[config.mk]
export PLATFORM = sky130hd
export DESIGN_NAME = histogram_binning_counter
export DESIGN_NICKNAME = d
export VERILOG_FILES = /design/src/hw/rtl/hbc_pkg.sv /design/src/hw/rtl/hbc_bin_unit.sv /design/src/hw/rtl/hbc_datapath.sv /design/src/hw/rtl/hbc_control.sv /design/src/hw/rtl/histogram_binning_counter.sv
export SDC_FILE = /design/constraint.sdc
export NUM_CORES = 2
export LEC_CHECK = 0
export ABC_CLOCK_PERIOD_IN_PS = 16000
export BUFFER_PORTS_ARGS = -buffer_cell sky130_fd_sc_hd__clkbuf_2
export CORE_ASPECT_RATIO = 0.75
export CORE_MARGIN = 4
export CORE_UTILIZATION = 40
export CTS_BUF_LIST = sky130_fd_sc_hd__clkbuf_2 sky130_fd_sc_hd__clkbuf_4 sky130_fd_sc_hd__clkbuf_8
export DETAILED_ROUTE_END_ITERATION = 16
export HOLD_SLACK_MARGIN = 0.08
export PLACE_DENSITY = 0.65
export SLEW_MARGIN = 40
export SYNTH_ARGS = -nofsm -noshare
export SYNTH_HDL_FRONTEND = slang
export SYNTH_SLANG_ARGS = --single-unit
[constraint.sdc]
create_clock -name clock -period 16 [get_ports clock]
set_clock_uncertainty 0.05 [all_clocks]
set_input_delay 3.2 -clock clock [delete_from_list [all_inputs] [get_ports clock]]
set_output_delay 3.2 -clock clock [all_outputs]
set_load 0.01 [all_outputs]
[src/hw/rtl/hbc_pkg.sv]
// shared constants, types and control structs of the histogram binning counter
// no dependencies
package hbc_pkg;

   // sizes of the bucket store and the data path
   localparam int MAX_BUCKETS     = 64;
   localparam int COUNT_WIDTH     = 48;
   localparam int SAMPLE_WIDTH    = 32;
   localparam int AMOUNT_WIDTH    = 32;
   localparam int SELECT_WIDTH    = 8;
   localparam int TOTAL_WIDTH     = 7;
   localparam int EXP_WIDTH       = 5;
   localparam int CSR_INDEX_WIDTH = 3;
   localparam int CSR_DATA_WIDTH  = 32;

   // derived widths
   localparam int IDX_W  = (MAX_BUCKETS > 1) ? $clog2(MAX_BUCKETS) : 1;
   localparam int NUM_W  = $clog2(MAX_BUCKETS + 1);
   localparam int STEP_W = $clog2(SAMPLE_WIDTH);
   localparam int SUM_W  = ((COUNT_WIDTH > AMOUNT_WIDTH) ? COUNT_WIDTH : AMOUNT_WIDTH) + 1;
   localparam int CMP_A  = (SAMPLE_WIDTH > NUM_W) ? SAMPLE_WIDTH : NUM_W;
   localparam int CMP_B  = (CMP_A > SELECT_WIDTH) ? CMP_A : SELECT_WIDTH;
   localparam int CMP_W  = ((CMP_B > EXP_WIDTH) ? CMP_B : EXP_WIDTH) + 1;

   typedef logic [SAMPLE_WIDTH-1:0]    sample_type;
   typedef logic [AMOUNT_WIDTH-1:0]    amount_type;
   typedef logic [COUNT_WIDTH-1:0]     count_type;
   typedef logic [SELECT_WIDTH-1:0]    select_type;
   typedef logic [TOTAL_WIDTH-1:0]     total_type;
   typedef logic [EXP_WIDTH-1:0]       exp_type;
   typedef logic [STEP_W-1:0]          step_type;
   typedef logic [IDX_W-1:0]           index_type;
   typedef logic [NUM_W-1:0]           num_type;
   typedef logic [CMP_W-1:0]           cmp_type;
   typedef logic [CSR_INDEX_WIDTH-1:0] csr_index_type;
   typedef logic [CSR_DATA_WIDTH-1:0]  csr_data_type;
   typedef logic [1:0]                 kind_code_type;

   // item kinds
   typedef enum logic [1:0] {
      KIND_ADD   = 2'd0,
      KIND_READ  = 2'd1,
      KIND_CLEAR = 2'd2
   } kind_type;

   // controller to datapath commands
   typedef struct packed {
      logic load;
      logic clear;
      logic step;
      logic pick;
      logic fetch;
      logic update;
   } cmd_type;

   // datapath to controller status
   typedef struct packed {
      kind_type kind;
      logic     last;
   } stat_type;

endpackage

[src/hw/rtl/hbc_bin_unit.sv]
// iterative bin unit: restoring divider and leading-one scan, one bit per cycle while step is high
// depends on hbc_pkg
module hbc_bin_unit (
   input  logic               clock,
   input  logic               reset,
   input  logic               load,
   input  logic               step,
   input  hbc_pkg::sample_type operand,
   input  hbc_pkg::sample_type divisor,
   output hbc_pkg::sample_type quotient,
   output hbc_pkg::step_type   exponent,
   output logic               found,
   output logic               last
);
   import hbc_pkg::*;

   step_type   cnt_ff;
   logic       found_ff;
   step_type   exp_ff;
   sample_type shift_ff;
   sample_type rem_ff;

   logic [SAMPLE_WIDTH+1:0] trial;
   logic                    borrow;
   logic                    top_bit;
   sample_type              rem_in;

   assign top_bit = shift_ff[SAMPLE_WIDTH-1];

   // trial subtract of the divisor from the shifted partial remainder
   always_comb begin
      trial  = {1'b0, rem_ff, top_bit} - {2'b00, divisor};
      borrow = trial[SAMPLE_WIDTH+1];
      if (borrow) begin
         rem_in = {rem_ff[SAMPLE_WIDTH-2:0], top_bit};
      end else begin
         rem_in = trial[SAMPLE_WIDTH-1:0];
      end
   end

   // step counter and scan flag
   always_ff @(posedge clock) begin
      if (reset) begin
         cnt_ff   <= '0;
         found_ff <= 1'b0;
      end else if (load) begin
         cnt_ff   <= '0;
         found_ff <= 1'b0;
      end else if (step) begin
         cnt_ff <= cnt_ff + step_type'(1);
         if (top_bit) begin
            found_ff <= 1'b1;
         end
      end
   end

   // shift register holds the dividend, then the quotient; a zero divisor gives all ones
   always_ff @(posedge clock) begin
      if (load) begin
         shift_ff <= operand;
         rem_ff   <= '0;
         exp_ff   <= '0;
      end else if (step) begin
         shift_ff <= {shift_ff[SAMPLE_WIDTH-2:0], !borrow};
         rem_ff   <= rem_in;
         if (top_bit && !found_ff) begin
            exp_ff <= step_type'(SAMPLE_WIDTH - 1) - cnt_ff;
         end
      end
   end

   assign quotient = shift_ff;
   assign exponent = exp_ff;
   assign found    = found_ff;
   assign last     = (cnt_ff == step_type'(SAMPLE_WIDTH - 1));

endmodule

[src/hw/rtl/hbc_datapath.sv]
// datapath: config registers, bucket store, bin selection and saturating update
// depends on hbc_pkg and hbc_bin_unit
module hbc_datapath (
   input  logic                   clock,
   input  logic                   reset,
   input  hbc_pkg::cmd_type       cmd,
   output hbc_pkg::stat_type      stat,
   input  hbc_pkg::kind_code_type req_kind,
   input  hbc_pkg::sample_type    req_sample_value,
   input  hbc_pkg::amount_type    req_add_amount,
   input  hbc_pkg::select_type    req_bucket_select,
   input  logic                   csr_valid,
   output logic                   csr_ready,
   input  hbc_pkg::csr_index_type csr_index,
   input  hbc_pkg::csr_data_type  csr_wdata,
   output hbc_pkg::select_type    rsp_bucket_index,
   output hbc_pkg::count_type     rsp_bucket_tally,
   output hbc_pkg::count_type     rsp_total_out
);
   import hbc_pkg::*;

   typedef enum logic [CSR_INDEX_WIDTH-1:0] {
      CSR_BUCKET_TOTAL = 3'd0,
      CSR_LOG_MODE     = 3'd1,
      CSR_RANGE_MIN    = 3'd2,
      CSR_BUCKET_WIDTH = 3'd3,
      CSR_MIN_EXPONENT = 3'd4
   } csr_reg_type;

   localparam total_type TOTAL_RESET = total_type'(MAX_BUCKETS);

   // clamp the configured bucket count to 1..MAX_BUCKETS
   function automatic num_type buckets_in_use(total_type t);
      cmp_type tw;
      tw = cmp_type'(t);
      if (tw == '0) begin
         return num_type'(1);
      end else if (tw > cmp_type'(MAX_BUCKETS)) begin
         return num_type'(MAX_BUCKETS);
      end
      return num_type'(tw);
   endfunction

   // add that stops at the all-ones count
   function automatic count_type sat_add(count_type a, amount_type b);
      logic [SUM_W-1:0] s;
      s = SUM_W'(a) + SUM_W'(b);
      if (s > SUM_W'(count_type'('1))) begin
         return count_type'('1);
      end
      return s[COUNT_WIDTH-1:0];
   endfunction

   // configuration
   total_type  total_cfg_ff;
   logic       log_mode_ff;
   sample_type range_min_ff;
   sample_type width_ff;
   exp_type    min_exp_ff;

   // state
   count_type                total_ff;
   logic [MAX_BUCKETS-1:0]   valid_ff;
   count_type                mem [MAX_BUCKETS];

   // per-item payload
   kind_type   kind_ff;
   amount_type amt_ff;
   logic       above_ff;
   logic       in_range_ff;
   select_type idx_ff;
   count_type  tally_ff;
   count_type  rd_data_ff;
   logic       rd_valid_ff;

   num_type    num_used;
   sample_type bin_operand;
   sample_type quotient;
   step_type   exponent;
   logic       found;
   logic       bin_last;
   logic       zero_bin;
   cmp_type    q_wide;
   index_type  pick_idx;
   index_type  addr;
   count_type  cur_count;
   count_type  new_count;

   assign csr_ready = 1'b1;
   assign num_used  = buckets_in_use(total_cfg_ff);
   assign addr      = idx_ff[IDX_W-1:0];

   // log mode scans the raw sample; linear mode divides the offset from range_min
   assign bin_operand = log_mode_ff ? req_sample_value : (req_sample_value - range_min_ff);

   hbc_bin_unit u_bin (
      .clock    (clock),
      .reset    (reset),
      .load     (cmd.load),
      .step     (cmd.step),
      .operand  (bin_operand),
      .divisor  (width_ff),
      .quotient (quotient),
      .exponent (exponent),
      .found    (found),
      .last     (bin_last)
   );

   // bucket choice with clamping to the first and last bucket
   always_comb begin
      if (log_mode_ff) begin
         zero_bin = !found || (cmp_type'(exponent) <= cmp_type'(min_exp_ff));
         q_wide   = cmp_type'(exponent) - cmp_type'(min_exp_ff);
      end else begin
         zero_bin = !above_ff;
         q_wide   = cmp_type'(quotient);
      end
      if (zero_bin) begin
         pick_idx = '0;
      end else if (q_wide >= cmp_type'(num_used)) begin
         pick_idx = index_type'(num_used - num_type'(1));
      end else begin
         pick_idx = q_wide[IDX_W-1:0];
      end
   end

   // entries never written since reset or clear read as zero
   assign cur_count = rd_valid_ff ? rd_data_ff : '0;
   assign new_count = sat_add(cur_count, amt_ff);

   // config registers, total and entry valid bits
   always_ff @(posedge clock) begin
      if (reset) begin
         total_cfg_ff <= TOTAL_RESET;
         log_mode_ff  <= 1'b0;
         range_min_ff <= '0;
         width_ff     <= sample_type'(1);
         min_exp_ff   <= '0;
         total_ff     <= '0;
         valid_ff     <= '0;
      end else begin
         if (csr_valid && csr_ready) begin
            unique case (csr_reg_type'(csr_index))
               CSR_BUCKET_TOTAL: total_cfg_ff <= csr_wdata[TOTAL_WIDTH-1:0];
               CSR_LOG_MODE:     log_mode_ff  <= csr_wdata[0];
               CSR_RANGE_MIN:    range_min_ff <= csr_wdata[SAMPLE_WIDTH-1:0];
               CSR_BUCKET_WIDTH: width_ff     <= csr_wdata[SAMPLE_WIDTH-1:0];
               CSR_MIN_EXPONENT: min_exp_ff   <= csr_wdata[EXP_WIDTH-1:0];
               default: ;
            endcase
         end
         if (cmd.clear) begin
            total_ff <= '0;
            valid_ff <= '0;
         end else if (cmd.update) begin
            total_ff       <= sat_add(total_ff, amt_ff);
            valid_ff[addr] <= 1'b1;
         end
      end
   end

   // bucket store, registered read
   always_ff @(posedge clock) begin
      if (cmd.update) begin
         mem[addr] <= new_count;
      end
      if (cmd.fetch) begin
         rd_data_ff  <= mem[addr];
         rd_valid_ff <= valid_ff[addr];
      end
   end

   // item payload
   always_ff @(posedge clock) begin
      if (cmd.load) begin
         kind_ff     <= kind_type'(req_kind);
         amt_ff      <= req_add_amount;
         above_ff    <= req_sample_value > range_min_ff;
         in_range_ff <= cmp_type'(req_bucket_select) < cmp_type'(num_used);
         tally_ff    <= '0;
         if (kind_type'(req_kind) == KIND_READ) begin
            idx_ff <= req_bucket_select;
         end else begin
            idx_ff <= '0;
         end
      end else begin
         if (cmd.pick) begin
            idx_ff <= select_type'(pick_idx);
         end
         if (cmd.update) begin
            tally_ff <= new_count;
         end
      end
   end

   assign stat.kind = kind_ff;
   assign stat.last = bin_last;

   // result fields
   assign rsp_bucket_index = idx_ff;
   assign rsp_bucket_tally = (kind_ff == KIND_READ && in_range_ff && rd_valid_ff) ?
                             rd_data_ff : tally_ff;
   assign rsp_total_out    = total_ff;

endmodule

[src/hw/rtl/hbc_control.sv]
// controller state machine: sequences load, dispatch or clear, divide or scan, pick, fetch, update, result
// depends on hbc_pkg
module hbc_control (
   input  logic              clock,
   input  logic              reset,
   input  logic              start,
   output logic              busy,
   output logic              rsp_strobe,
   output hbc_pkg::cmd_type  cmd,
   input  hbc_pkg::stat_type stat
);
   import hbc_pkg::*;

   typedef enum logic [2:0] {
      ST_IDLE,
      ST_DISPATCH,
      ST_ITER,
      ST_PICK,
      ST_FETCH,
      ST_UPDATE,
      ST_RESP
   } state_type;

   state_type state_ff;
   logic      busy_ff;
   logic      strobe_ff;

   // commands decoded from the state
   always_comb begin
      cmd        = '0;
      cmd.load   = start && !busy_ff;
      unique case (state_ff)
         ST_IDLE:     ;
         ST_DISPATCH: cmd.clear  = (stat.kind == KIND_CLEAR);
         ST_ITER:     cmd.step   = 1'b1;
         ST_PICK:     cmd.pick   = 1'b1;
         ST_FETCH:    cmd.fetch  = 1'b1;
         ST_UPDATE:   cmd.update = 1'b1;
         ST_RESP:     ;
      endcase
   end

   // state, busy and result strobe
   always_ff @(posedge clock) begin
      if (reset) begin
         state_ff  <= ST_IDLE;
         busy_ff   <= 1'b0;
         strobe_ff <= 1'b0;
      end else begin
         strobe_ff <= 1'b0;
         unique case (state_ff)
            ST_IDLE: begin
               if (start) begin
                  state_ff <= ST_DISPATCH;
                  busy_ff  <= 1'b1;
               end
            end
            ST_DISPATCH: begin
               unique case (stat.kind)
                  KIND_ADD:  state_ff <= ST_ITER;
                  KIND_READ: state_ff <= ST_FETCH;
                  default: begin
                     state_ff  <= ST_RESP;
                     strobe_ff <= 1'b1;
                  end
               endcase
            end
            ST_ITER: begin
               if (stat.last) begin
                  state_ff <= ST_PICK;
               end
            end
            ST_PICK: state_ff <= ST_FETCH;
            ST_FETCH: begin
               if (stat.kind == KIND_ADD) begin
                  state_ff <= ST_UPDATE;
               end else begin
                  state_ff  <= ST_RESP;
                  strobe_ff <= 1'b1;
               end
            end
            ST_UPDATE: begin
               state_ff  <= ST_RESP;
               strobe_ff <= 1'b1;
            end
            ST_RESP: begin
               state_ff <= ST_IDLE;
               busy_ff  <= 1'b0;
            end
         endcase
      end
   end

   assign busy       = busy_ff;
   assign rsp_strobe = strobe_ff;

endmodule

[src/hw/rtl/histogram_binning_counter.sv]
// top level of the histogram binning counter
// depends on hbc_pkg, hbc_control, hbc_datapath, hbc_bin_unit
//
// usage:
//   an item is taken at a clock edge with start high and busy low; kind selects add,
//   read or clear (kind 3 only reports the total). every item gives exactly one result,
//   shown on the rsp_ ports for one cycle while rsp_strobe is high; the receiver
//   cannot stall, so it must take the result in that cycle.
//   an add runs the bit-serial divider or leading-one scan, then bin pick, store read
//   and saturating update; a read goes through the store's registered read port; a
//   clear resets the valid bits and the total in the same cycle. busy drops the cycle
//   after the result, so a new item is taken only once the last one is through. the
//   32-step divider sets the add rate.
//   the csr_ port writes one of five registers (bucket_total, log_mode, range_min,
//   bucket_width, min_exponent by index 0..4); csr_ready is always high and writes
//   belong between items.
//   reset clears all bucket counts, the total and the registers to their defaults;
//   there is no clearing pass, the store has a valid bit per entry.
module histogram_binning_counter (
   input  logic                   clock,
   input  logic                   reset,
   input  logic                   start,
   output logic                   busy,
   input  hbc_pkg::kind_code_type req_kind,
   input  hbc_pkg::sample_type    req_sample_value,
   input  hbc_pkg::amount_type    req_add_amount,
   input  hbc_pkg::select_type    req_bucket_select,
   output logic                   rsp_strobe,
   output hbc_pkg::select_type    rsp_bucket_index,
   output hbc_pkg::count_type     rsp_bucket_tally,
   output hbc_pkg::count_type     rsp_total_out,
   input  logic                   csr_valid,
   output logic                   csr_ready,
   input  hbc_pkg::csr_index_type csr_index,
   input  hbc_pkg::csr_data_type  csr_wdata
);
   import hbc_pkg::*;

   cmd_type  cmd;
   stat_type stat;

   // sequencing
   hbc_control u_control (
      .clock      (clock),
      .reset      (reset),
      .start      (start),
      .busy       (busy),
      .rsp_strobe (rsp_strobe),
      .cmd        (cmd),
      .stat       (stat)
   );

   // storage and arithmetic
   hbc_datapath u_datapath (
      .clock             (clock),
      .reset             (reset),
      .cmd               (cmd),
      .stat              (stat),
      .req_kind          (req_kind),
      .req_sample_value  (req_sample_value),
      .req_add_amount    (req_add_amount),
      .req_bucket_select (req_bucket_select),
      .csr_valid         (csr_valid),
      .csr_ready         (csr_ready),
      .csr_index         (csr_index),
      .csr_wdata         (csr_wdata),
      .rsp_bucket_index  (rsp_bucket_index),
      .rsp_bucket_tally  (rsp_bucket_tally),
      .rsp_total_out     (rsp_total_out)
   );

endmodule

Yosys cells after proc, flatten, opt, wreduce, memory -nomap -nowiden. Memory sizes are Yosys's and may differ from the RTL's. A register that Yosys moved wholly into a read port is not among the register bits. Cells that the tools add are included.

Register bits: 362. Latch bits: 0. Bits in writable memories: 3072. ROM bits: 0. Bits of input ports: 113. Output and inout port bits: 107. Word-level logic and storage cells: 134. Memories kept: 1.

Add/subtract/negate cells: 8. Multipliers: 0. Div/mod/pow operators: 0. Magnitude comparators: 9. Equality and inequality tests: 16. Shifts and indexed selects: 0. Muxes and demuxes: 48. Bitwise logic cells: 1. Reduce and logical (&&, ||, !) cells: 29.

Memory list: u_datapath.mem (depth 64, width 48, rd ports 1, clocked after Yosys merged registers in 1, write ports 1, RTL line hbc_datapath.sv:64) `count_type mem [MAX_BUCKETS];`.

Operator list (number): two-way mux 48 bit (6); two-way mux 32 bit (4); adder 48 x 32 -> 49 bit (2); greater-than comparator 49 x 48 -> 1 bit (second input constant) (2); OR 64 bit (1); subtractor 33 x 32 -> 34 bit (1); >= comparator 33 x 7 -> 1 bit (1); two-way mux 33 bit (1); greater-than comparator 32 bit (1); subtractor 32 bit (1); two-way mux 8 bit (3); two-way mux 7 bit (3); case mux 3 bit (7 select lines) (1); two-way mux 1 bit (20); AND reduction 2 bit (9); == test 3 x 2 -> 1 bit (second input constant) (4); == test 3 bit (second input constant) (4); two-way mux 6 bit (2); less-than comparator 8 x 7 -> 1 bit (1); greater-than comparator 7 bit (second input constant) (1); zero test 7 bit (1); less-than comparator 6 x 7 -> 1 bit (second input constant) (1); binary-select mux 1 bit (select 6 bit) (1); demux 1 bit (select 6 bit) (1); other kinds (24) (39).

Logic depth before layout (Yosys ltp).
Depth in word-level cells: 9. Gate-level depth with buffers: 18. Depth with buffers taken out: 16.

By module. From an unflattened synthesis, not the netlist that was laid out.

Cell total of the unflattened synthesis: 8463. Area, all modules: 133939.7 um^2.

By module, submodules not included: hbc_datapath (instances 1, cells an instance 7895, area an instance 128710.9 um^2, seq. area each 99785.7 um^2); hbc_bin_unit (instances 1, cells an instance 529, area an instance 4917.2 um^2, seq. area each 1821.7 um^2); hbc_control (instances 1, cells an instance 39, area an instance 311.5 um^2, seq. area each 100.1 um^2).

Worst setup path before layout. OpenSTA, ideal clock, no wires.

Path kind: register -> register. Start point: register u_datapath.rd_valid_ff. End point: memory u_datapath.mem[0][42] (netlist bit) (data pin). Library setup time: 0.712 ns. Arrival: 5.505 ns. Required time: 15.238 ns. Setup slack: 9.733 ns. Cell stages (with the launch flop): 16. Path buffers: 3. Clock period less this slack: 6.267 ns. Path through: edfxtp_1 clkbuf_1 clkbuf_1 clkbuf_1 and2_1 ha_1 inv_1 fa_1 nand2b_1 a21oi_1 o211ai_1 a21oi_1 o2111ai_1 a21oi_1 xnor2_1 o21ai_0.

Longest elaborated chain between the ends: 5.

RTL lines: start, declared (RTL line hbc_datapath.sv:74) `logic rd_valid_ff;`; start signal, assigned (RTL line hbc_datapath.sv:169) `rd_valid_ff <= valid_ff[addr];`; two-way mux 48 bit * (RTL line hbc_datapath.sv:128) `assign cur_count = rd_valid_ff ? rd_data_ff : '0;`; adder 48 x 32 -> 49 bit * (RTL line hbc_datapath.sv:47) `s = SUM_W'(a) + SUM_W'(b);`; greater-than comparator 49 x 48 -> 1 bit (RTL line hbc_datapath.sv:48) `if (s > SUM_W'(count_type'('1))) begin`; two-way mux 1 bit (RTL line hbc_datapath.sv:48); two-way mux 48 bit * (RTL line hbc_datapath.sv:51) `return s[COUNT_WIDTH-1:0];`; via u_datapath.new_count[42] (RTL line hbc_datapath.sv:87) `count_type new_count;`; end, declared (RTL line hbc_datapath.sv:64).

The timed path passes the listed nets; every way through them passes the cells marked *.

Final worst setup path.
Start point: register u_datapath.rd_valid_ff. End point: memory u_datapath.mem[51][4] (netlist bit) (data pin).

Same word-level chain as after synthesis.

==> results.yml <==
sta:
  tns_ns: 0
  tightestPinTransition_ns: 0.976
  max_freq_ghz: 0.139
  hold_slack_ns: 0.406
  slew_violations: 0
  setup_ws_ns: 8.79
  period_needed_ns: 7.21
  grt_setup_unrepaired: "false"
  period_share_pct: 45.1
  slew_headroom_pct: 34.9
  setup_viol: 0
  hold_viol_final: 0
setup_path:
  max_stage_delay_ns: 0.82
  crit_path_start_kind: "register"
  crit_slowest_cell: "edfxtp_1"
  crit_top_cell: "buf_4"
  end_kind: "register"
  critPathArrivalTime_ns: 7.88
  worst-setup-path-type: "register to register"
  crit_family: "buffers and inverters"
  worst-path-buf-inv: 5
  worst-endpoint-required_ns: 16.67
  path_max_fanout: 65
  path_cells: "buf_4 > and2_1 > ha_1 > inv_1 > fa_1 > nand2b_1 > a21oi_1 > o211ai_1 > a21oi_1 > o2111ai_1 > nand2_1 > nand3_4 > buf_6 > buf_4 > o21ai_4 > buf_4"
logic_synthesis:
  avgSynthCellArea_um2: 15.8
  synth_fp_nets: 8716
  synth_edf_count: 3197
  synth.cell_area_um2: 134000
  yosysSeqAreaShare_pct: 76.1
  ys_warn_count: 0
  synthCells: 8449
  ys_async_sr_fraction_pct: 0
  synth_cell_type_count: 80
  netlist_top_cells_area: "edfxtp_1 72%, a22oi_1 5.2%, dfxtp_1 4.3%"
  synth_top_area_share_pct: 71.9
  ys_ff_latch: 3482
  synthFlopType: "edfxtp_1"
  yosysTopAreaCell: "edfxtp_1"
place:
  dp_hpwl_um: 253000
  gp_congestion: 0.921
  post-place-ws_ns: 9.14
  port_buffers: 218
  place_area_um2: 142000
clock_network:
  cts_hold_buf: 0
  cts.clk_slew.worst_paths_ns: 0.06
  cts_buffer_depth: 4
  cts_tree: "done"
  cts_buffers: 471
  htree_levels: 5
  cts_resized: 0
  post-cts-setup-buffer-count: 0
  cts_num_sinks: 3482
  cts_root_buffer: "clkbuf_8"
  clock_latency_ns: 1.09
global_route:
  grt_max_degree: 117
  overflow: 0
  grt.total_usage_pct: 26.1
  use_met1_pct: 37.1
  grt_use_met3_pct: 8.19
  antenna_found_initial: 34
  grt_util_met2_pct: 37.2
  busiest_layer: "met2"
  first_global_vias: 81800
  grt_pass1_wl_um: 637000
drt:
  dr.first_iter.drc_count: 17200
  ant_nets: 0
  drc_errors: 0
  wirelength_um: 467000
  vias: 88700
  viasPerCell: 6.47
  dr.pass1.iters: 9
  wl_per_cell_um: 34.0
floorplanning:
  ios: 220
  die-area_um2: 343000
  initial_utilization_pct: 40.2
  core_area_um2: 332000
  die_h_um: 509
  rows: 183
  dieWidth_um: 675
outcome:
  status: "complete, no violations"
job:
  max-cap-violations: 0
layout:
  fin_area_um2: 151000
  syn2layout_area_growth_pct: 13.3
  drive_gt1_share_pct: 15.7
  fill_cells: 28400
  fin_nets: 9141
hold_path:
  hp-class: "register to register"
power:
  vdd_drop_max_mv: 0.131
  power_density_nw_per_um2: 143
  power.leakage_uw: 0.0480
[layout make-up]
cell class | instances | area (um2) | area share [%]
diodes | 16 | 40.0 | 0.0264
clock buffers | 653 | 7970 | 5.27
multi-input cells | 4323 | 30500 | 20.1
flip-flops and latches | 3482 | 102000 | 67.2
inverters | 108 | 408 | 0.269
repair buffers | 488 | 4020 | 2.66
well taps | 4440 | 5560 | 3.67
clock inverters | 211 | 1220 | 0.806
[metrics by stage]
step	util (%)	instances	power, uW
finish	45.6	13700	21700
CTS	45.5	13700	21600
detailed placement	42.8	12800	15000
global route	45.6	13700	22300
global placement	42.5	12800	14900
floorplan	-	8449	13500
[kinds of logic (layout without fill, tap and decap cells)]
kind of cell	count (synthesis)	in the layout	share of synthesized area [%]
other	1	17	0.00281
buffers and inverters	644	1460	1.83
DFF	3482	3482	76.1
AOI/OAI and AO/OA	2723	2723	14.8
adders and majority gates	154	154	1.47
and+or+nand+nor	1243	1243	4.35
xor gates and xnor gates	124	124	0.813
muxes	78	78	0.633
[tightest hold or removal path: cells and delay by family, from the launching register on]
| family | cells | cell delay, ns |
|---|---|---|
| compound gates | 1 | 0.05 |
| flops | 1 | 0.31 |
| simple gates | 1 | 0.05 |
[power by group]
group          internal (uW)  leakage, uW  switching [uW]  total [uW]
clock                   3370      0.00488            3400        6770
sequential             10800       0.0312             135       10900
combinational           1110       0.0119            2900        4010
total                  15300       0.0480            6440       21700
[flip-flops by register name (all words and copies together) (netlist names), 2 cells and up]
signal                       flops
u_datapath.amt_ff               32
u_datapath.tally_ff             48
u_datapath.rd_data_ff           48
u_datapath.u_bin.rem_ff         32
u_datapath.rsp_bucket_index      8
u_control.state_ff               3
u_datapath.rsp_total_out        48
u_datapath.total_cfg_ff          7
u_datapath.kind_ff               2
u_datapath.valid_ff             64
u_datapath.u_bin.quotient       32
u_datapath.u_bin.cnt_ff          5
u_datapath.min_exp_ff            5
u_datapath.range_min_ff         32
u_datapath.mem                3072
u_datapath.u_bin.exponent        5
u_datapath.width_ff             32
[layout by cell type (no fill, tap or decap), types with 169 or more instances in the layout]
| cell type | n |
|---|---|
| a21oi_1 | 308 |
| a221oi_1 | 324 |
| a22oi_1 | 934 |
| nand2_1 | 367 |
| o21ai_0 | 188 |
| buf_4 | 169 |
| dfxtp_1 | 284 |
| edfxtp_1 | 3197 |
| clkbuf_2 | 217 |
| a31oi_1 | 393 |
| a22o_1 | 321 |
| nor2_1 | 283 |
| clkbuf_8 | 491 |
[cells in the mapped netlist, types with 6 or more instances]
library cell	n
dfxtp_1	285
xor2_1	58
nand3b_1	6
a22o_1	321
o31ai_1	7
a31oi_1	395
and2_1	50
nand2b_1	28
nor4_1	71
a2111oi_0	6
buf_2	6
ha_1	149
a21boi_0	6
a211oi_1	18
and3_1	35
nor2b_1	23
o211ai_1	7
xnor2_1	66
a311oi_1	27
mux2i_1	26
a21o_1	57
clkbuf_1	425
mux2_2	52
o221ai_1	6
a21oi_1	309
nor3_1	46
or2_2	9
buf_1	101
o21ai_0	192
inv_1	106
nor3b_1	9
and4_1	8
o21a_1	35
a22oi_1	934
o21bai_1	12
nand2_1	397
a221oi_1	324
edfxtp_1	3197
nor2_1	353
nand3_1	80
or3_1	14
nand4_1	104
o31a_1	8
[metal layers]
layer	up-vias	wire [um]
met5	-	217
met2	7637	196000
met1	44500	176000
met3	1170	74700
met4	20	20300
li1	35400	-
[worst paths after layout]
kind / startpoint / to / slack [ns] / depth (start not counted)
max: u_datapath.rd_valid_ff / u_datapath.mem[51][4] / 8.79 / 16
min: u_datapath.range_min_ff[16] / u_datapath.range_min_ff[16] / 0.41 / 2
max reg2reg: u_datapath.rd_valid_ff / u_datapath.mem[51][4] / 8.79 / 16
min reg2reg: u_datapath.range_min_ff[16] / u_datapath.range_min_ff[16] / 0.41 / 2
No activity file was read; power rests on OpenSTA's default activity.
